File: config.mk
export PLATFORM = sky130hd
export DESIGN_NAME = bre_store
export DESIGN_NICKNAME = d
export VERILOG_FILES = /design/src/hw/rtl/bitmap_region_engine_assert.svh /design/src/hw/rtl/bre_pkg.sv /design/src/hw/rtl/bre_store.sv
export SDC_FILE = /design/constraint.sdc
export NUM_CORES = 2
export LEC_CHECK = 0
export BUFFER_PORTS_ARGS = -buffer_cell sky130_fd_sc_hd__buf_2
export CAP_MARGIN = 20
export CORE_MARGIN = 4
export CORE_UTILIZATION = 40
export CTS_BUF_LIST = sky130_fd_sc_hd__clkbuf_8 sky130_fd_sc_hd__clkbuf_16
export CTS_CLUSTER_SIZE = 8
export DETAILED_ROUTE_END_ITERATION = 8
export GPL_TIMING_DRIVEN = 0
export PLACE_DENSITY = 0.59
export SLEW_MARGIN = 10
export SYNTH_ARGS = -nofsm -noshare
export SYNTH_HDL_FRONTEND = slang
export SYNTH_SLANG_ARGS = --single-unit
File: constraint.sdc
create_clock -name clk -period 11.25 [get_ports clk]
set_input_delay 1.6875 -clock clk [delete_from_list [all_inputs] [get_ports clk]]
set_output_delay 1.6875 -clock clk [all_outputs]
set_load 0.1 [all_outputs]
File: src/hw/rtl/bitmap_region_engine_assert.svh
// Assertion macros shared by the bitmap region engine RTL.
`ifndef BITMAP_REGION_ENGINE_ASSERT_SVH
`define BITMAP_REGION_ENGINE_ASSERT_SVH

// Same-cycle implication, disabled while reset is asserted.
`define BRE_ASSERT_NOW(label, clk, rst_n, ante, cons, msg) \
  label: assert property (@(posedge clk) disable iff (!rst_n) (ante) |-> (cons)) \
    else $error(msg);

// Next-cycle implication, disabled while reset is asserted.
`define BRE_ASSERT_NEXT(label, clk, rst_n, ante, cons, msg) \
  label: assert property (@(posedge clk) disable iff (!rst_n) (ante) |=> (cons)) \
    else $error(msg);

`endif

File: src/hw/rtl/bre_pkg.sv
// Types, constants and helper functions of the bitmap region engine.
package bre_pkg;

  localparam int DATA_W  = 64;
  localparam int BIT_W   = 6;
  localparam int WORD_W  = 7;
  localparam int CFG_W   = 13;
  localparam int START_W = 12;
  localparam int LEN_W   = 13;
  localparam int RUN_W   = 13;
  localparam int CNT_W   = 7;

  localparam logic [CFG_W-1:0]  BIU_RESET = 13'd4096;
  localparam logic [DATA_W-1:0] WORD_ONES = '1;
  localparam logic [CNT_W-1:0]  FULL_WORD = 7'd64;
  localparam logic [BIT_W-1:0]  TOP_BIT   = 6'd63;

  localparam logic [1:0] OP_READ   = 2'd0;
  localparam logic [1:0] OP_WRITE  = 2'd1;
  localparam logic [1:0] OP_TOGGLE = 2'd2;
  localparam logic [1:0] OP_COUNT  = 2'd3;

  typedef enum logic [1:0] {
    ST_CLEAR,
    ST_IDLE,
    ST_WORK,
    ST_DONE
  } seq_state_t;

  typedef struct packed {
    logic [1:0]         opcode;
    logic [START_W-1:0] start_req;
    logic [LEN_W-1:0]   length;
    logic               value;
  } in_item_t;

  typedef struct packed {
    logic             bit_out;
    logic [RUN_W-1:0] run_count;
    logic             status;
  } out_item_t;

  typedef struct packed {
    logic [1:0]       opcode;
    logic             value;
    logic             first;
    logic             last_reg;
    logic             lim_last;
    logic [BIT_W-1:0] lo;
    logic [BIT_W-1:0] hi;
    logic [BIT_W-1:0] lim_bit;
  } wu_ctl_t;

  typedef struct packed {
    logic [DATA_W-1:0] new_word;
    logic              bit_val;
    logic [CNT_W-1:0]  ones;
  } wu_res_t;

  typedef struct packed {
    logic idle;
    logic clearing;
    logic mem_we;
  } seq_stat_t;

  // Number of consecutive ones from bit 0 upward (64 when the word is all ones).
  function automatic logic [CNT_W-1:0] trailing_ones(input logic [DATA_W-1:0] w);
    logic [CNT_W-1:0] t;
    t = FULL_WORD;
    for (int i = DATA_W - 1; i >= 0; i--) begin
      if (!w[i]) begin
        t = CNT_W'(i);
      end
    end
    return t;
  endfunction

endpackage

File: src/hw/rtl/bre_store.sv
// Bitmap word memory: one write port and one registered read port.
module bre_store #(
  parameter int NUM_WORDS = 64,
  parameter int AW        = 6
) (
  input  logic                      clk,
  input  logic                      wr_en,
  input  logic [AW-1:0]             wr_addr,
  input  logic [bre_pkg::DATA_W-1:0] wr_data,
  input  logic [AW-1:0]             rd_addr,
  output logic [bre_pkg::DATA_W-1:0] rd_data
);
  import bre_pkg::*;

  logic [DATA_W-1:0] mem_r [NUM_WORDS];
  logic [DATA_W-1:0] rd_data_r;

  always_ff @(posedge clk) begin
    if (wr_en) begin
      mem_r[wr_addr] <= wr_data;
    end
    rd_data_r <= mem_r[rd_addr];
  end

  assign rd_data = rd_data_r;

endmodule

After elaboration in Yosys (flattened, before gate mapping)
Memory sizes are Yosys's and may differ from the RTL's. A register that Yosys moved wholly into a read port is not among the register bits.
Cells that the tools add are included.
Widths: inputs -> output; s select.
{ "word_totals": {"regBits": 0, "mem_bits_rw": 4096, "output_inout_bits": 64, "mem_count": 1} }
{ "classes": {"n_mux": 2} }
{ "memory_table": {"columns": ["memory", "words", "width", "rd", "rd_clocked_by_memory_dff", "write_ports", "line_no", "text"], "rows": [
  ["mem_r", 64, 64, 1, 1, 1, "bre_store.sv:15", "logic [DATA_W-1:0] mem_r [NUM_WORDS];"]
]} }
{ "ops": {"columns": ["operator", "n"], "rows": [
  ["$mux 1", 2]
]} }

Depth between registers and ports, before layout
{ "depth": {"ltp_word": 2, "ltp_mapped": 9} }

Worst setup path after synthesis
OpenSTA, ideal clock, no wires.
{ "synth_timing": {"path_type": "input -> register", "start": "input wr_addr[3]", "end": "memory mem_r[48][0] (enable)", "setup_time_ps": 564, "arrival_time_ps": 6559, "t_required_ps": 10686, "slack_ps": 4127, "cell_stages": 4, "n_path_buf": 1, "cell_sequence": "clkbuf_1 nor2b_1 nand4b_1 nor3_1"} }
{ "synth_rtl": {"columns": ["element", "line_no", "text"], "rows": [
  ["start, declared", "bre_store.sv:8", "input logic [AW-1:0] wr_addr,"],
  ["end, declared", "bre_store.sv:15", null]
]} }
Straight into the memory's write port.

==> metrics.md <==
| Metric | Value |
|---|---|
| Status | complete, no violations |
| Site row count | 229 |
| Final instance area | 186000 sq um |
| CP Launch Type | primary input |
| Post-Layout Cell Count | 12961 |
| Overflow after GRT | 0 |
| Post-Syn Nets | 6676 |
| Core area | 389000 sq um |
| Worst-Skew Late Latency | 1010 ps |
| Syn avg cell area | 23.7 sq um |
| Final-layout fill cell count | 31229 |
| Area occupied by multi-input gates | 30700 sq um |
| Die Y-Extent | 633 um |
| Layout Skew | 43.3 ps |
| Synth-to-layout area growth | 18.8% |
| Syn Std Cell Area | 156000 sq um |
| R2r setup slk | 8460 ps |
| Primary FF master, synth | edfxtp_1 |
| Detailed-route wire length | 440 mm |
| RSZ-0062 raised after global routing | no |
| I/O pin count | 142 |
| Commonest non-fill, non-tap cell in the layout | edfxtp_1 |
| Leak Pwr | 58.7 nW |
| Share of flip-flops with an asynchronous set or reset | 0% |
| EDFF count, synth | 4096 |
| Yosys Warn Count | 0 |
| Sw Pwr | 7.68 mW |
| Drt pass-1 iters | 6 |
| Final min period | 4990 ps |
| DP HPWL | 298 mm |
| Routed wire per std cell | 33.9 um |
| Peak supply drop | 0.000154 V |
| CP max stage delay | 890 ps |
| Final period util | 44.3% |
| GRT Total Usage | 21.7% |
| Most frequent cells in the layout | edfxtp_1, mux4_2, clkbuf_16 |
| Remaining routing DRC violations | 0 |
| Sequential share of power | 49.3% |
| CP Capture Type | flip-flop |
| Clock Tree Buf Depth | 4 |
| Die X | 633 um |
| Finish-stage setup viols | 0 |
| Num CTS Buffers | 590 |
| Final net count | 7679 |
| Cell Area, Placed | 169000 sq um |
| Post-CTS Setup Bufs | 0 |
| Number of H-tree levels | 6 |
| Clock Sinks | 4160 |
| Vias after detailed routing | 76197 |
| Post-Place Setup Slack | 5180 ps |
| Clock slew at reported path FFs | 50 ps |
| PwrDens | 188 nW/um^2 |
| Initial core utilization | 40.2% |
| Max Used Layer | met5 |
| Post-Syn Instances | 6598 |
| Hold Fails Final Rpt | 0 |
| P_int | 27.2 mW |
| Final Max Slew Viols | 0 |
| Switching share of total power | 22.0% |
| Met1 WL | 171 mm |
| Sum of negative setup slack | 0 ps |
| IO Port Bufs | 133 |
| Sequential element share of the synthesized area | 79.5% |
| Worst Tran Pin Value | 1170 ps |
| Critical path's most frequent cell | buf_2 |
| CTS resizes | 0 |
| Max-Cap Viols | 0 |
| TritonCTS clock tree | built |
| Setup slack after layout | 6260 ps |
| CP Class | in2reg |
| Reg2Reg Depth | 5 |
| Worst Setup SP | rd_addr[2] |
| Vias in the first global route | 78365 |
| Synthesized flop and latch total | 4160 |
| Cell count of the worst hold path | 4 |
| Vias/cell | 5.88 |
| Crit path DAT | 5800 ps |
| WL met2 | 214 mm |
| Largest net degree at the start of global routing | 65 |
| Fraction of layout cells with a size suffix above 1 | 31.0% |
| CP required | 12060 ps |
| Crit-path max FO | 11 |
| Met3 Routed Length | 37.1 mm |
| Antenna-violating nets left | 0 |
| Initial antenna violation count | 37 |
| Worst hold path class | reg2reg |
| CTS Root Cell | clkbuf_16 |
| First-pass GRT wire length | 612 mm |
| Register area | 124000 sq um |
| Clock power frac | 45.0% |
| Hold_buf cts | 0 |
| Origin of the critical flop-to-flop path | mem_r[51][53]$_DFFE_PP_ |
| Logic pwr share | 5.7% |
| GPL Wtd Cong | 0.834 |
| # placed instances | 12188 |
| Max Freq | 0.201 GHz |
| Hold Crit Start | mem_r[38][30]$_DFFE_PP_ |
| Die area | 401000 sq um |
| Yosys cell types | 33 |
| Slew headroom | 21.1% |
| Worst-path cell chain | buf_2 -> buf_4 -> buf_2 -> buf_2 -> buf_4 -> mux2i_1 -> o22ai_1 -> a31oi_1 -> a211oi_1 |
| Crit path max-delay cell type | a211oi_1 |
| Initial DRC count | 10098 |
final timing paths:
path                               to
setup / recovery   rd_data[7]$_DFF_P_
hold reg to reg   rd_data[30]$_DFF_P_
setup reg to reg  rd_data[53]$_DFF_P_
hold / removal    rd_data[30]$_DFF_P_
cells by family after synthesis:
family / after synthesis / share of synthesized area (%)
flops: 4160 / 79.5
mux: 1159 / 15.6
compound gates: 504 / 2.48
buf+inv: 389 / 1.18
simple gates: 386 / 1.24
layout make-up:
cell class	count	share of cell area (%)
multi-input cells	2049	16.5
flip-flops and latches	4160	66.9
repair buffers	411	3.36
diodes	29	0.0391
plain buffers	370	0.960
clock inverters	124	0.547
well taps	5197	3.50
inverters	19	0.0384
clock buffers	602	8.11
flip-flops by register name, indices dropped and copies added (netlist names):
register,count
rd_data,64
mem_r,4096
critical path, delay by kind of cell:
family          cells  cell delay (ps)
mux                 1              110
buf+inv             5             2060
compound gates      3             1820
per-stage QoR:
stage | power, mW | hold slack (ps) | util (%)
CTS | 35.1 | 954 | 47.6
global placement | 19.4 | 939 | 42.0
detailed placement | 19.5 | 948 | 43.5
finish | 34.9 | 936 | 47.7
floorplan | 18.6 | 788 | -
global route | 35.9 | 974 | 47.7
synthesized netlist by cell type, drive strengths merged, types with 45 or more instances:
| cell | count | share of area (%) |
|---|---|---|
| buf | 230 | 0.80 |
| clkbuf | 140 | 0.34 |
| a211oi | 63 | 0.30 |
| nand3 | 45 | 0.14 |
| a22o | 88 | 0.49 |
| and3 | 64 | 0.26 |
| o22ai | 83 | 0.33 |
| a22oi | 168 | 0.81 |
| nor2 | 112 | 0.27 |
| mux4 | 1024 | 15 |
| nand2 | 58 | 0.14 |
| edfxtp | 4096 | 79 |
| dfxtp | 64 | 0.82 |
| mux2i | 135 | 0.86 |
power by group through the flow:
stage	Sequential [mW]	Combinational (mW)	Clock, mW
detailed placement	17.5	1.97	0
CTS	17.2	1.97	15.9
finish	17.2	1.98	15.7
global placement	17.5	1.87	0
floorplan	17.8	0.799	0
global route	17.2	2.06	16.6
per-layer routing:
layer  track usage (%)  vias to the layer above
met5                 0                        -
met2              35.3                     3729
met3              4.35                      753
met4              8.15                       10
li1                  -                    30397
met1              29.1                    41308
(Power assumes the default switching activity.)
