### config.mk
export PLATFORM = sky130hd
export DESIGN_NAME = bre_seq
export DESIGN_NICKNAME = d
export VERILOG_FILES = /design/src/hw/rtl/bitmap_region_engine_assert.svh /design/src/hw/rtl/bre_pkg.sv /design/src/hw/rtl/bre_seq.sv
export SDC_FILE = /design/constraint.sdc
export NUM_CORES = 1
export LEC_CHECK = 0
export BUFFER_PORTS_ARGS = -buffer_cell sky130_fd_sc_hd__buf_2
export CAP_MARGIN = 20
export CORE_MARGIN = 5
export CORE_UTILIZATION = 56
export CTS_BUF_LIST = sky130_fd_sc_hd__clkbuf_8 sky130_fd_sc_hd__clkbuf_16
export DETAILED_ROUTE_END_ITERATION = 8
export GPL_TIMING_DRIVEN = 0
export MAX_ROUTING_LAYER = met4
export PLACE_DENSITY = 0.95
export SETUP_SLACK_MARGIN = 0.3
export SLEW_MARGIN = 15
export SYNTH_ARGS = -nofsm -noshare
export SYNTH_HDL_FRONTEND = slang
export SYNTH_SLANG_ARGS = --single-unit
### constraint.sdc
create_clock -name clk -period 12.1 [get_ports clk]
set_clock_uncertainty 0.15 [all_clocks]
set_input_delay 2.42 -clock clk [delete_from_list [all_inputs] [get_ports clk]]
set_output_delay 2.42 -clock clk [all_outputs]
set_load 0.02 [all_outputs]
### src/hw/rtl/bitmap_region_engine_assert.svh
// Assertion macros shared by the bitmap region engine RTL.
`ifndef BITMAP_REGION_ENGINE_ASSERT_SVH
`define BITMAP_REGION_ENGINE_ASSERT_SVH

// Same-cycle implication, disabled while reset is asserted.
`define BRE_ASSERT_NOW(label, clk, rst_n, ante, cons, msg) \
  label: assert property (@(posedge clk) disable iff (!rst_n) (ante) |-> (cons)) \
    else $error(msg);

// Next-cycle implication, disabled while reset is asserted.
`define BRE_ASSERT_NEXT(label, clk, rst_n, ante, cons, msg) \
  label: assert property (@(posedge clk) disable iff (!rst_n) (ante) |=> (cons)) \
    else $error(msg);

`endif

### src/hw/rtl/bre_pkg.sv
// Types, constants and helper functions of the bitmap region engine.
package bre_pkg;

  localparam int DATA_W  = 64;
  localparam int BIT_W   = 6;
  localparam int WORD_W  = 7;
  localparam int CFG_W   = 13;
  localparam int START_W = 12;
  localparam int LEN_W   = 13;
  localparam int RUN_W   = 13;
  localparam int CNT_W   = 7;

  localparam logic [CFG_W-1:0]  BIU_RESET = 13'd4096;
  localparam logic [DATA_W-1:0] WORD_ONES = '1;
  localparam logic [CNT_W-1:0]  FULL_WORD = 7'd64;
  localparam logic [BIT_W-1:0]  TOP_BIT   = 6'd63;

  localparam logic [1:0] OP_READ   = 2'd0;
  localparam logic [1:0] OP_WRITE  = 2'd1;
  localparam logic [1:0] OP_TOGGLE = 2'd2;
  localparam logic [1:0] OP_COUNT  = 2'd3;

  typedef enum logic [1:0] {
    ST_CLEAR,
    ST_IDLE,
    ST_WORK,
    ST_DONE
  } seq_state_t;

  typedef struct packed {
    logic [1:0]         opcode;
    logic [START_W-1:0] start_req;
    logic [LEN_W-1:0]   length;
    logic               value;
  } in_item_t;

  typedef struct packed {
    logic             bit_out;
    logic [RUN_W-1:0] run_count;
    logic             status;
  } out_item_t;

  typedef struct packed {
    logic [1:0]       opcode;
    logic             value;
    logic             first;
    logic             last_reg;
    logic             lim_last;
    logic [BIT_W-1:0] lo;
    logic [BIT_W-1:0] hi;
    logic [BIT_W-1:0] lim_bit;
  } wu_ctl_t;

  typedef struct packed {
    logic [DATA_W-1:0] new_word;
    logic              bit_val;
    logic [CNT_W-1:0]  ones;
  } wu_res_t;

  typedef struct packed {
    logic idle;
    logic clearing;
    logic mem_we;
  } seq_stat_t;

  // Number of consecutive ones from bit 0 upward (64 when the word is all ones).
  function automatic logic [CNT_W-1:0] trailing_ones(input logic [DATA_W-1:0] w);
    logic [CNT_W-1:0] t;
    t = FULL_WORD;
    for (int i = DATA_W - 1; i >= 0; i--) begin
      if (!w[i]) begin
        t = CNT_W'(i);
      end
    end
    return t;
  endfunction

endpackage

### src/hw/rtl/bre_seq.sv
// Command sequencer: reset clearing pass, word walk and result hand-off.
module bre_seq #(
  parameter int NUM_WORDS = 64,
  parameter int AW        = 6
) (
  input  logic                        clk,
  input  logic                        rst_n,
  input  logic                        in_valid,
  input  bre_pkg::in_item_t           in_data,
  input  logic [bre_pkg::CFG_W-1:0]   bits_in_use,
  input  logic                        out_free,
  output logic                        push,
  output bre_pkg::out_item_t          push_item,
  output bre_pkg::seq_stat_t          stat,
  output logic                        mem_we,
  output logic [AW-1:0]               mem_waddr,
  output logic [bre_pkg::DATA_W-1:0]  mem_wdata,
  output logic [AW-1:0]               mem_raddr,
  output bre_pkg::wu_ctl_t            wu_ctl,
  input  bre_pkg::wu_res_t            wu_res
);
  import bre_pkg::*;

  localparam int CAP = NUM_WORDS * DATA_W;
  localparam logic [AW-1:0] LAST_ADDR = AW'(NUM_WORDS - 1);

  seq_state_t state_r, state_nxt;
  logic [AW-1:0]     clr_r, clr_nxt;
  logic [1:0]        op_r, op_nxt;
  logic              val_r, val_nxt;
  logic [WORD_W-1:0] fw_r, fw_nxt;
  logic [WORD_W-1:0] lw_r, lw_nxt;
  logic [BIT_W-1:0]  lo_r, lo_nxt;
  logic [BIT_W-1:0]  hi_r, hi_nxt;
  logic [WORD_W-1:0] wcur_r, wcur_nxt;
  logic [RUN_W-1:0]  run_r, run_nxt;
  out_item_t         res_r, res_nxt;

  logic [CFG_W-1:0]  n_size;
  logic [CFG_W-1:0]  nm1;
  logic              start_err;
  logic              range_err;
  logic              is_region;
  logic              zero_len;
  logic [CFG_W-1:0]  end1;
  logic [BIT_W-1:0]  p_off;
  logic [CNT_W-1:0]  cnt;
  logic [RUN_W-1:0]  run_sum;
  logic              work_done;
  out_item_t         work_item;

  // Size and range checks of the incoming command.
  always_comb begin
    n_size    = (int'(bits_in_use) < CAP) ? bits_in_use : CFG_W'(CAP);
    nm1       = n_size - CFG_W'(1);
    start_err = CFG_W'(in_data.start_req) >= n_size;
    is_region = (in_data.opcode == OP_WRITE) || (in_data.opcode == OP_TOGGLE);
    range_err = is_region &&
                ((14'(in_data.start_req) + 14'(in_data.length)) > 14'(n_size));
    zero_len  = in_data.length == '0;
    end1      = CFG_W'(in_data.start_req) + in_data.length - CFG_W'(1);
  end

  assign wu_ctl.opcode   = op_r;
  assign wu_ctl.value    = val_r;
  assign wu_ctl.first    = wcur_r == fw_r;
  assign wu_ctl.last_reg = wcur_r == lw_r;
  assign wu_ctl.lim_last = wcur_r == nm1[CFG_W-1:BIT_W];
  assign wu_ctl.lo       = lo_r;
  assign wu_ctl.hi       = hi_r;
  assign wu_ctl.lim_bit  = nm1[BIT_W-1:0];

  // Completion of the current word and the result it would give.
  always_comb begin
    p_off   = wu_ctl.first ? lo_r : '0;
    cnt     = wu_res.ones - CNT_W'(p_off);
    run_sum = run_r + RUN_W'(cnt);
    case (op_r)
      OP_WRITE, OP_TOGGLE: work_done = wu_ctl.last_reg;
      OP_COUNT:            work_done = !((wu_res.ones == FULL_WORD) && !wu_ctl.lim_last);
      default:             work_done = 1'b1;
    endcase
    work_item.bit_out   = (op_r == OP_READ) ? wu_res.bit_val : 1'b0;
    work_item.run_count = (op_r == OP_COUNT) ? run_sum : '0;
    work_item.status    = 1'b0;
  end

  // Next state.
  always_comb begin
    state_nxt = state_r;
    case (state_r)
      ST_CLEAR: begin
        if (clr_r == LAST_ADDR) begin
          state_nxt = ST_IDLE;
        end
      end
      ST_IDLE: begin
        if (in_valid) begin
          if (start_err || range_err || (is_region && zero_len)) begin
            state_nxt = ST_DONE;
          end else begin
            state_nxt = ST_WORK;
          end
        end
      end
      ST_WORK: begin
        if (work_done) begin
          state_nxt = out_free ? ST_IDLE : ST_DONE;
        end
      end
      ST_DONE: begin
        if (out_free) begin
          state_nxt = ST_IDLE;
        end
      end
      default: state_nxt = ST_CLEAR;
    endcase
  end

  // Outputs and datapath register updates.
  always_comb begin
    push      = 1'b0;
    push_item = res_r;
    mem_we    = 1'b0;
    mem_waddr = AW'(wcur_r);
    mem_wdata = wu_res.new_word;
    mem_raddr = AW'(wcur_r + WORD_W'(1));
    clr_nxt   = clr_r;
    op_nxt    = op_r;
    val_nxt   = val_r;
    fw_nxt    = fw_r;
    lw_nxt    = lw_r;
    lo_nxt    = lo_r;
    hi_nxt    = hi_r;
    wcur_nxt  = wcur_r;
    run_nxt   = run_r;
    res_nxt   = res_r;
    case (state_r)
      ST_CLEAR: begin
        mem_we    = 1'b1;
        mem_waddr = clr_r;
        mem_wdata = '0;
        clr_nxt   = clr_r + AW'(1);
      end
      ST_IDLE: begin
        mem_raddr = AW'(in_data.start_req[START_W-1:BIT_W]);
        if (in_valid) begin
          op_nxt   = in_data.opcode;
          val_nxt  = in_data.value;
          fw_nxt   = WORD_W'(in_data.start_req[START_W-1:BIT_W]);
          lw_nxt   = end1[CFG_W-1:BIT_W];
          lo_nxt   = in_data.start_req[BIT_W-1:0];
          hi_nxt   = end1[BIT_W-1:0];
          wcur_nxt = WORD_W'(in_data.start_req[START_W-1:BIT_W]);
          run_nxt  = '0;
          res_nxt.bit_out   = 1'b0;
          res_nxt.run_count = '0;
          res_nxt.status    = start_err || range_err;
        end
      end
      ST_WORK: begin
        mem_we = (op_r == OP_WRITE) || (op_r == OP_TOGGLE);
        if (!work_done) begin
          wcur_nxt = wcur_r + WORD_W'(1);
          run_nxt  = run_sum;
        end else if (out_free) begin
          push      = 1'b1;
          push_item = work_item;
        end else begin
          res_nxt = work_item;
        end
      end
      ST_DONE: begin
        push = out_free;
      end
      default: begin
        mem_we = 1'b0;
      end
    endcase
  end

  assign stat.idle     = state_r == ST_IDLE;
  assign stat.clearing = state_r == ST_CLEAR;
  assign stat.mem_we   = mem_we;

  always_ff @(posedge clk) begin
    if (!rst_n) begin
      state_r <= ST_CLEAR;
      clr_r   <= '0;
    end else begin
      state_r <= state_nxt;
      clr_r   <= clr_nxt;
    end
  end

  always_ff @(posedge clk) begin
    op_r   <= op_nxt;
    val_r  <= val_nxt;
    fw_r   <= fw_nxt;
    lw_r   <= lw_nxt;
    lo_r   <= lo_nxt;
    hi_r   <= hi_nxt;
    wcur_r <= wcur_nxt;
    run_r  <= run_nxt;
    res_r  <= res_nxt;
  end

endmodule

# Word level (Yosys, flattened, before mapping)
# Index checks and enable logic that the tools add are counted.
totals:
  n_memories: 0
  reg_bits: 71
  in_bits: 117
  mem_bits_ro: 0
  mem_bits_rw: 0
  latchBits: 0
classes:
  reduce_logical: 18
  n_lt_le_gt_ge: 3
  n_mul: 0
  div: 0
  n_addsub: 8
  n_eq_ne: 19
  muxes: 32
  n_bitwise: 0
  shift: 0
ops:
  columns: ["op", "n"]
  rows:
  - ["$mux 15", 6]
  - ["$mux 64", 1]
  - ["$mux 13", 4]
  - ["$pmux 15 s2", 1]
  - ["$pmux 13 s2", 1]
  - ["$sub 13x1->13 const B", 2]
  - ["$mux 6", 3]
  - ["$add 12x13->14", 1]
  - ["$eq 7x7->1", 2]
  - ["$gt 14x13->1", 1]
  - ["$mux 7", 2]
  - ["$pmux 7 s2", 1]
  - ["$add 12x13->13", 1]
  - ["$add 13x7->13", 1]
  - ["$ge 12x13->1", 1]
  - ["$logic_not 13->1", 1]
  - ["$lt 13x13->1 const B", 1]
  - ["$eq 2x2->1 const B", 5]
  - ["$mux 2", 5]
  - ["$ne 2x2->1 const B", 5]
  - ["$pmux 2 s4", 1]
  - ["$reduce_and 4->1", 2]
  - ["$add 7x1->7 const B", 1]
  - ["$eq 7x6->1", 1]
  - ["16 further kinds", 30]

# Depth between registers and ports, before layout
# Gate-level depths: netlist (run 1).
depth:
  depth_word: 10
  depth_mapped: 22
  ltp_nobuf: 21

# Worst setup path before layout (run 1)
# Ideal clock, no wire load.
synth_path:
  kind: "input to output"
  start: "input port wu_res[0] (netlist bit)"
  end: "output port push_item[13] (netlist bit)"
  path_slack_ns: 4.339
  cell_stages: 12
  arrival_ns: 5.191
  required_ns: 9.530
  path_cell_list: "inv_1 -> ha_1 -> inv_1 -> fa_1 -> fa_1 -> a21oi_1 -> o21bai_1 -> a2111oi_0 -> nor4bb_1 -> xor2_1 -> nand2_1 -> o22ai_1"
synth_rtl:
  columns: ["element", "line", "rtl"]
  rows:
  - ["start: declaration", "bre_seq.sv:20", "input bre_pkg::wu_res_t wu_res"]
  - ["end: declaration", "bre_seq.sv:13", "output bre_pkg::out_item_t push_item,"]

==> results of run 1 <==
==> how the worst max path moves through the flow <==
| stage | start | endpoint | slack (ns) | cells after the start |
|---|---|---|---|---|
| floorplan | wu_res[0] | push_item[13] | 4.34 | 12 |
| detailed placement | wu_res[0] | push_item[13] | 3.87 | 14 |
| global route | wcur_r[0]$_DFFE_PP_ | push_item[13] | 3.15 | 18 |
| finish | wcur_r[0]$_DFFE_PP_ | push_item[11] | 3.60 | 21 |
| CTS | wcur_r[0]$_DFFE_PP_ | push_item[13] | 3.64 | 17 |
| global placement | wu_res[0] | push_item[13] | 3.96 | 14 |
==> Yosys cell counts, types with 8 or more instances <==
library cell and n:
and2_1 8, xnor2_1 32, nor4_1 13, xor2_1 30, o21a_1 10, a21oi_1 37, o22ai_1 13, o21bai_1 8
nand4_1 11, edfxtp_1 63, a21o_1 12, nor2_1 52, dfxtp_1 8, nand2_1 57, clkbuf_1 16, o21ai_0 29
nor2b_1 72, nand3_1 13, inv_1 97, ha_1 83
==> final cells by class <==
cell class | count | area share
plain buffers | 26 | 0.0137
clock buffers | 9 | 0.0268
clock inverters | 7 | 0.0106
inverters | 98 | 0.0437
multi-input cells | 572 | 0.497
flip-flops and latches | 71 | 0.244
well taps | 147 | 0.0219
repair buffers | 237 | 0.142
==> power by group <==
group	leakage, uW	switching [uW]	internal, uW
logic	0.00328	229	145
registers	0.000642	11.0	293
clock network	0.000155	109	179
==> flip-flops by register name (all words and copies together), names as in the netlist <==
| name | flops |
|---|---|
| run_r | 13 |
| op_r | 2 |
| state_r | 2 |
| hi_r | 6 |
| res_r | 15 |
| lo_r | 6 |
| lw_r | 7 |
| fw_r | 6 |
| val_r | 1 |
| wcur_r | 7 |
| clr_r | 6 |
==> stage by stage <==
stage / cell area, um2 / hold WS, ns
after global placement: 8080 / 0.338
final: 8410 / 0.374
after global routing: 8410 / 0.395
after CTS: 8410 / 0.366
after floorplan: 6710 / 0.321
after detailed placement: 8100 / 0.358
==> kinds of logic (layout without fill, tap and decap cells) <==
group                    Yosys count  in the layout
AO/OA/AOI/OAI                    149            149
buffers and inverters            124            377
AND/OR/NAND/NOR                  260            260
flip-flops                        71             71
multiplexers                      13             13
adder cells (fa/ha/maj)           87             87
XOR/XNOR                          63             63
==> layer usage <==
layer / vias to the layer above / global-route usage / part of all wire
met2: 369 / 0.472 / 0.50
met5: - / - / 0
met4: 0 / 0.117 / 0.032
li1: 3153 / - / -
met3: 65 / 0.0518 / 0.087
met1: 3072 / 0.342 / 0.38
==> critical path: stages (launching register included) <==
cell	delay (ns)
edfxtp_1	0.35
clkbuf_1	0.41
xor2_1	0.14
or4_1	0.49
nor4_1	0.86
and2_1	0.25
ha_1	0.14
inv_1	0.06
fa_1	0.40
a21oi_1	0.15
nor2_1	0.06
nor2_1	0.16
o21bai_1	0.08
a21oi_1	0.18
xor2_1	0.10
ha_1	0.24
a2111oi_0	0.70
nor3_1	0.19
xor2_1	0.19
nand2_1	0.12
o22ai_1	0.14
buf_2	0.19
==> run_results.csv, run 1 <==
group,metric,value,unit
yosys,synthFlopType,"edfxtp_1",
yosys,yosys.area_share.xor_xnor,0.0845,
timing,fin_crit_sh,0.702,
yosys,synth_top_family_by_area,"simple AND/OR/NAND/NOR gates",
clocking,cts_root_buffer,"clkbuf_16",
yosys,synth_compound_area_frac,0.148,
clocking,cts_hold_buf,0,
yosys,async_flop_share,0,
setup_path,r2r-start,"wcur_r[0]$_DFFE_PP_",
layout,nFillCells,876,
layout,regArea,2050,um2
placement,gp_congestion,0.987,
yosys,synthAdderAreaFrac,0.167,
placement,place_ws,3.87,ns
yosys,synth.area.mux_share,0.0207,
timing,min_period,8.50,ns
setup_path,worstSetupPathType,"reg -> out",
power,power.total,968,uW
power,leakage,0.00407,uW
clocking,clk_pin_slew_worst_paths,0.06,ns
layout,final_cell_mix,"buf_2, inv_1, ha_1",
layout,fin_cells,1167,
floorplan,num_rows,40,
worst_hold_path,min-delay-path-class,"reg -> reg",
floorplan,die_h,119,um
clocking,cts_tree,"built",
yosys,syn_nets,971,
setup_path,endpoint_kind,"output pin",
layout,final_common_cell,"buf_2",
global_routing,grtUsageTotal,0.285,
clocking,post-cts-setup-buffer-count,0,
floorplan,initial_utilization,0.566,
layout,nets,1219,
timing,rsz0062_at_grt,"false",
timing,max_freq,118,MHz
floorplan,pin_count,237,
layout,antenna_cells,0,
detailed_routing,drt_iter0_drc,677,
setup_path,worst-r2r-cell-count,20,
detailed_routing,drc,0,
floorplan,die_width,119,um
placement,place_inst,1151,
detailed_routing,wire_per_inst,17.6,um
placement,portBuffers,236,
yosys,synth_simple_gate_area_frac,0.202,
layout,areaGrowthSynthToFinish,25.4,%
yosys,yosys.area.top_type_share,0.282,
timing,slew_viol_final,0,
clocking,ctsResizeCount,0,
detailed_routing,ant_nets,0,
power,ir_worst_vdd,69.9,uV
setup_path,worstPathMaxFanout,7,
yosys,synth_top_area_cell,"edfxtp_1",
worst_hold_path,min_path_cells,2,
layout,multiInputGateArea,4180,um2
global_routing,grt_pass1_wl,31.8,mm
detailed_routing,drt_wl_total,20.6,mm
yosys,synthTopCellsByArea,"edfxtp_1, ha_1, nor2b_1, inv_1, xnor2_1",
clocking,cts_buffers,9,
global_routing,grt-ovfl-total,0,
yosys,ys_types,65,
clocking,clock_sinks,71,
timing,slew_headroom,0.248,
timing,hold_viol_final,0,
outcome,status,"completed",
yosys,ys_seq_elements,71,
setup_path,regToRegEndpoint,"res_r[11]$_SDFFCE_PN0P_",
timing,tightest_slew,1.12,ns
global_routing,grt_max_degree,29,
power,p_per_area,115,nW/um2
floorplan,core_area,11900,um2
yosys,seq_area_frac_synth,0.306,
placement,dpl.hpwl,16.2,mm
worst_hold_path,holdPathEnd,"state_r[1]$_SDFFE_PN0P_",
yosys,synthCells,767,
detailed_routing,via_per_inst,5.71,
yosys,netlist_area,6710,um2
setup_path,reg2reg_setup_slack,6.35,ns
clocking,clock_path_buffers,2,
layout,drive_above_1_share,0.269,
setup_path,critPathRequiredTime,9.53,ns
global_routing,grt_pass1_vias,6451,
yosys,yosys_warnings,0,
detailed_routing,first_pass_iters,7,
timing,setup_violations,0,
yosys,synth.avg_cell_area,8.75,um2
setup_path,arrival,5.93,ns
run,drv_cap,0,
timing,setup_tns,0,ns
yosys,synth_edf_count,63,
layout,fin_util,0.709,
detailed_routing,vias,6659,
floorplan,die-area,14300,um2
worst_hold_path,worstHoldStart,"state_r[1]$_SDFFE_PN0P_",
global_routing,antenna_found_initial,0,
clocking,clock_latency,0.35,ns
clocking,h-tree-depth,3,
timing,worst_slack,3.60,ns
setup_path,start_kind,"flop",
(Power assumes the default switching activity.)
==> run 2, diff against run 1 <==
--- a/config.mk
+++ b/config.mk
@@ -8,12 +8,12 @@
 export BUFFER_PORTS_ARGS = -buffer_cell sky130_fd_sc_hd__buf_2
 export CAP_MARGIN = 20
 export CORE_MARGIN = 5
-export CORE_UTILIZATION = 56
+export CORE_UTILIZATION = 47
 export CTS_BUF_LIST = sky130_fd_sc_hd__clkbuf_8 sky130_fd_sc_hd__clkbuf_16
 export DETAILED_ROUTE_END_ITERATION = 8
 export GPL_TIMING_DRIVEN = 0
 export MAX_ROUTING_LAYER = met4
-export PLACE_DENSITY = 0.95
+export PLACE_DENSITY = 0.91
 export SETUP_SLACK_MARGIN = 0.3
 export SLEW_MARGIN = 15
 export SYNTH_ARGS = -nofsm -noshare
==> constraint.sdc (replaced) <==
create_clock -name clk -period 7.1 [get_ports clk]
set_clock_uncertainty 0.15 [all_clocks]
set_input_delay 1.42 -clock clk [delete_from_list [all_inputs] [get_ports clk]]
set_output_delay 1.42 -clock clk [all_outputs]
set_load 0.02 [all_outputs]
==> run 2 against run 1 <==
Net effect: combinational power increased by 71%; critical path depth increased by 1; global-route usage decreased by 4.0 points; cell count increased by 3.2%; highest routed layer unchanged.
==> run_results.csv, run 2 (synthesized netlist as in run 1, its figures left out) <==
group,metric,value,unit
setup_path,regToRegEndpoint,"res_r[11]$_SDFFCE_PN0P_",
setup_path,worstPathMaxFanout,7,
floorplan,die_h,129,um
floorplan,pin_count,237,
floorplan,core_area,13900,um2
power,switching_share,0.371,
clocking,cts_buffers,9,
layout,final_common_cell,"buf_2",
clocking,clock_sinks,71,
setup_path,reg2reg_setup_slack,2.35,ns
clocking,h-tree-depth,3,
timing,fin_crit_sh,0.916,
timing,setup_violations,0,
global_routing,grt_busiest_layer,"met2",
layout,largest_reg_flops,15,
clocking,clk_pin_slew_worst_paths,0.06,ns
global_routing,grt_max_degree,29,
clocking,cts_root_buffer,"clkbuf_16",
timing,slew_viol_final,0,
power,p_sw,594,uW
clocking,clock_path_buffers,2,
floorplan,die_width,129,um
placement,dpl.hpwl,16.6,mm
placement,portBuffers,236,
setup_path,arrival,4.93,ns
power,ir_worst_vdd,109,uV
setup_path,cp-startpoint,"wcur_r[3]$_DFFE_PP_",
layout,final_cell_mix,"buf_2, inv_1, ha_1",
setup_path,r2r-start,"wcur_r[3]$_DFFE_PP_",
layout,fin_util,0.610,
layout,areaGrowthSynthToFinish,26.6,%
detailed_routing,drc,0,
clocking,cts_tree,"built",
global_routing,grt_pass1_wl,31.4,mm
detailed_routing,drt_iter0_drc,485,
detailed_routing,wire_per_inst,17.2,um
floorplan,initial_utilization,0.482,
setup_path,worstSetupPathType,"reg -> out",
setup_path,endpoint_kind,"output pin",
placement,gp_congestion,0.967,
timing,max_freq,154,MHz
global_routing,grtUsageMet2,0.397,
power,power_frac_comb,0.401,
power,p_seq_frac,0.323,
detailed_routing,vias,6580,
layout,nets,1222,
global_routing,grtUsageTotal,0.244,
global_routing,grtUsageMet3,0.0379,
setup_path,crit_end,"push_item[11]",
detailed_routing,drt_wl_total,20.7,mm
clocking,clock_latency,0.35,ns
timing,min_period,6.50,ns
detailed_routing,via_per_inst,5.47,
global_routing,met1_usage,0.308,
power,power.total,1600,uW
setup_path,start_kind,"flop",
power,p_int,1010,uW
global_routing,grt-ovfl-total,0,
layout,drive_above_1_share,0.281,
timing,rsz0062_at_grt,"false",
power,clock_power_share,0.276,
timing,hold_viol_final,0,
floorplan,die-area,16800,um2
global_routing,grt_pass1_vias,6354,
setup_path,critPathRequiredTime,5.53,ns
floorplan,num_rows,43,
detailed_routing,first_pass_iters,5,
power,leakage,0.00409,uW
layout,top_regs,"res_r: 15 flops, run_r: 13 flops",
worst_hold_path,worstHoldStart,"state_r[1]$_SDFFE_PN0P_",
power,p_per_area,188,nW/um2
global_routing,antenna_found_initial,1,
outcome,status,"completed",
clocking,cts_hold_buf,0,
layout,regMostFlops,"res_r",
timing,slew_headroom,0.443,
run,drv_cap,0,
worst_hold_path,min-delay-path-class,"reg -> reg",
timing,tightest_slew,0.835,ns
detailed_routing,ant_nets,0,
setup_path,worst-r2r-cell-count,16,
==> run 2: worst max-delay path: stages, from the launching register on <==
cell,delay (ns)
edfxtp_1,0.36
buf_2,0.20
xor2_1,0.17
or4_1,0.57
nor4_4,0.25
and2_1,0.18
ha_1,0.14
inv_1,0.06
fa_1,0.39
a21oi_1,0.16
nor2_1,0.06
nor2_2,0.11
o21bai_1,0.07
a21oi_1,0.18
xor2_1,0.26
ha_2,0.23
o21a_1,0.15
o21ai_2,0.09
nor3_1,0.32
xor2_1,0.19
nand2_1,0.12
o22ai_1,0.15
buf_2,0.19
==> run 2: what timing repair did <==
action                                 in CTS  in global routing
resized for setup                           6                  9
cloned                                      0                  0
buffers inserted                            1                  2
endpoints found under the hold margin       0                  0
setup endpoints to repair                   7                  6
pin swaps                                   1                  4
==> run 2: metrics by stage <==
step	setup WS, ns	std cells	TNS [ns]	hold slack (ns)	instance area (um2)
floorplan	0.374	767	0	0.321	6710
global placement	0.108	1183	0	0.344	8120
detailed placement	-0.0860	1184	-0.107	0.351	8140
CTS	0.300	1201	0	0.359	8450
global route	0.264	1204	0	0.390	8500
finish	0.596	1204	0	0.360	8500
==> run 2: final cells by class <==
class / count / area, um2
multi-input combinational: 572 / 4230
timing repair buffer: 240 / 1220
tap: 180 / 225
sequential: 71 / 2050
buffer: 26 / 118
antenna: 1 / 2.50
clock buffer: 11 / 253
clock inverter: 5 / 33.8
fill: 1143 / 5440
inverter: 98 / 368
==> run 2: how the worst min path moves through the flow <==
stage / end / slack (ns) / cells after the start
2_1_floorplan: state_r[1]$_SDFFE_PN0P_ / 0.32 / 2
3_3_place_gp: state_r[1]$_SDFFE_PN0P_ / 0.34 / 2
3_5_place_dp: state_r[1]$_SDFFE_PN0P_ / 0.35 / 2
4_1_cts: state_r[1]$_SDFFE_PN0P_ / 0.36 / 2
5_1_grt: state_r[1]$_SDFFE_PN0P_ / 0.39 / 2
6_report: state_r[1]$_SDFFE_PN0P_ / 0.36 / 2
==> run 2: layer usage <==
metal | vias up | routed length [um] | part of all wire
li1 | 3168 | - | -
met3 | 51 | 1220 | 0.059
met4 | 0 | 558 | 0.027
met5 | - | 0 | 0
met2 | 242 | 10300 | 0.50
met1 | 3119 | 8590 | 0.42
==> run 2: power groups by stage <==
| stage | sequential, uW | clock [uW] | combinational, uW |
|---|---|---|---|
| final | 518 | 442 | 641 |
| after global routing | 521 | 464 | 703 |
| after CTS | 517 | 444 | 631 |
| after detailed placement | 526 | 0 | 624 |
| after global placement | 525 | 0 | 601 |
| after floorplan | 527 | 0 | 421 |
==> run 3, diff against run 2 <==
--- a/config.mk
+++ b/config.mk
@@ -7,7 +7,6 @@
 export LEC_CHECK = 0
 export BUFFER_PORTS_ARGS = -buffer_cell sky130_fd_sc_hd__buf_2
 export CAP_MARGIN = 20
-export CORE_MARGIN = 5
 export CORE_UTILIZATION = 47
 export CTS_BUF_LIST = sky130_fd_sc_hd__clkbuf_8 sky130_fd_sc_hd__clkbuf_16
 export DETAILED_ROUTE_END_ITERATION = 8
==> run 3 against run 2 <==
Net effect: sequential share of layout area hardly changed; core utilization up 0.16 points; non-clock buffer count decreased by 1; critical path depth unchanged; clock power shrank 4%; register-to-register slack gained 0.03 ns; hold slack better by 0.0031 ns; critical path type unchanged; highest routed layer unchanged.
==> run_results.csv, run 3 (synthesized netlist as in run 1, its figures left out) <==
group,metric,value,unit
clocking,clk_pin_slew_worst_paths,0.06,ns
global_routing,grt-ovfl-total,0,
floorplan,die-area,14800,um2
floorplan,die_width,121,um
timing,setup_violations,0,
layout,fin_cells,1202,
layout,antenna_cells,0,
power,p_sw,597,uW
placement,place_inst,1184,
power,power_frac_comb,0.406,
floorplan,num_rows,43,
detailed_routing,wire_per_inst,16.4,um
power,clock_power_share,0.268,
power,p_per_area,187,nW/um2
setup_path,arrival,4.97,ns
floorplan,pin_count,237,
timing,whs,0.363,ns
power,p_int,989,uW
clocking,clock_latency,0.35,ns
global_routing,grt_pass1_vias,6231,
clocking,cts_hold_buf,0,
detailed_routing,drt_iter0_drc,496,
placement,portBuffers,236,
setup_path,critPathRequiredTime,5.53,ns
layout,nets,1221,
timing,tightest_slew,0.830,ns
layout,largest_reg_flops,15,
clocking,h-tree-depth,3,
setup_path,endpoint_kind,"output pin",
timing,hold_viol_final,0,
detailed_routing,via_per_inst,5.42,
outcome,status,"completed",
layout,final_common_cell,"buf_2",
detailed_routing,ant_nets,0,
global_routing,grt_pass1_wl,30.0,mm
global_routing,grt_busiest_layer,"met2",
detailed_routing,vias,6516,
detailed_routing,first_pass_iters,6,
clocking,clock_sinks,71,
setup_path,worstPathMaxFanout,7,
detailed_routing,drt_wl_total,19.7,mm
global_routing,grtUsageTotal,0.270,
worst_hold_path,min-delay-path-class,"reg -> reg",
timing,rsz0062_at_grt,"false",
power,leakage,0.00408,uW
layout,top_regs,"res_r: 15 flops, run_r: 13 flops",
run,drv_cap,0,
layout,fin_area,8490,um2
global_routing,antenna_found_initial,0,
placement,gp_congestion,0.912,
clocking,cts_root_buffer,"clkbuf_16",
timing,slew_viol_final,0,
timing,min_period,6.54,ns
floorplan,core_area,13900,um2
layout,areaGrowthSynthToFinish,26.5,%
clocking,clock_path_buffers,2,
floorplan,die_h,121,um
setup_path,worstSetupPathType,"reg -> out",
placement,dpl.hpwl,15.5,mm
clocking,cts_tree,"built",
layout,drive_above_1_share,0.280,
timing,max_freq,153,MHz
power,p_seq_frac,0.327,
layout,final_cell_mix,"buf_2, inv_1, ha_1",
global_routing,grtUsageMet2,0.439,
global_routing,grt_max_degree,29,
floorplan,initial_utilization,0.484,
setup_path,start_kind,"flop",
clocking,cts_buffers,9,
global_routing,grtUsageMet3,0.0352,
timing,setup_tns,0,ns
power,ir_worst_vdd,127,uV
global_routing,met1_usage,0.335,
layout,regMostFlops,"res_r",
layout,fin_util,0.612,
detailed_routing,drc,0,
timing,slew_headroom,0.447,
power,switching_share,0.377,
timing,fin_crit_sh,0.922,
placement,placed_cell_area,8140,um2
==> run 3: changes by cell type in the layout (fill, tap and decap cells not counted), sizes merged <==
cell,change
diode,-1
buf,-1
clkinv,+2
clkbuf,-2
==> run 3: worst max-delay path, stage by stage (launching register included) <==
cell and delay, ns:
edfxtp_1 0.39, buf_2 0.21, xor2_1 0.15, or4_1 0.53, nor4_4 0.25, and2_1 0.18
ha_1 0.14, inv_1 0.06, fa_1 0.40, a21oi_1 0.15, nor2_1 0.06, nor2_2 0.11
o21bai_1 0.07, a21oi_1 0.17, xor2_1 0.28, ha_2 0.24, o21a_1 0.21, o21ai_4 0.09
nor4bb_2 0.32, xor2_1 0.17, nand2_1 0.11, o22ai_1 0.15, buf_2 0.18
==> run 3: routing by layer <==
metal | part of all wire | routed length [um]
met4 | 0.029 | 570
met1 | 0.43 | 8460
met2 | 0.48 | 9520
met5 | 0 | 0
met3 | 0.057 | 1120
==> run 3: power groups by stage <==
| stage | combinational, uW | clock, uW | sequential, uW |
|---|---|---|---|
| after floorplan | 421 | 0 | 527 |
| after detailed placement | 618 | 0 | 526 |
| after CTS | 627 | 422 | 517 |
| after global routing | 706 | 443 | 520 |
| final | 643 | 425 | 518 |
| after global placement | 598 | 0 | 525 |
==> run 3: path summary, 6_finish.rpt <==
path              depth (start not counted)                 endpoint               startpoint  slack [ns]
setup / recovery                         22            push_item[13]      wcur_r[0]$_DFFE_PP_        0.56
hold / removal                            2  state_r[1]$_SDFFE_PN0P_  state_r[1]$_SDFFE_PN0P_        0.36
setup reg to reg                         21  res_r[11]$_SDFFCE_PN0P_      wcur_r[0]$_DFFE_PP_        2.38
hold reg to reg                           2  state_r[1]$_SDFFE_PN0P_  state_r[1]$_SDFFE_PN0P_        0.36
==> run 3: through the flow <==
step / worst slack, ns / total power [uW]
after floorplan: 0.374 / 947
after global placement: 0.0776 / 1120
after detailed placement: -0.0401 / 1140
after CTS: 0.319 / 1570
after global routing: 0.281 / 1670
final: 0.556 / 1590
==> run 3: layout make-up <==
cell class              count  area (um2)
plain buffers              26         118
clock buffers               9         225
fillers                  1177        5390
well taps                 180         225
multi-input cells         572        4240
flip-flops and latches     71        2050
inverters                  98         368
repair buffers            239        1210
clock inverters             7        47.5
==> run 3: timing repair <==
item                       in CTS  in global routing
pin swaps                       1                  3
setup endpoints to repair       7                  6
setup buffers                   1                  1
gates resized for setup         5                 11
gates cloned                    0                  0
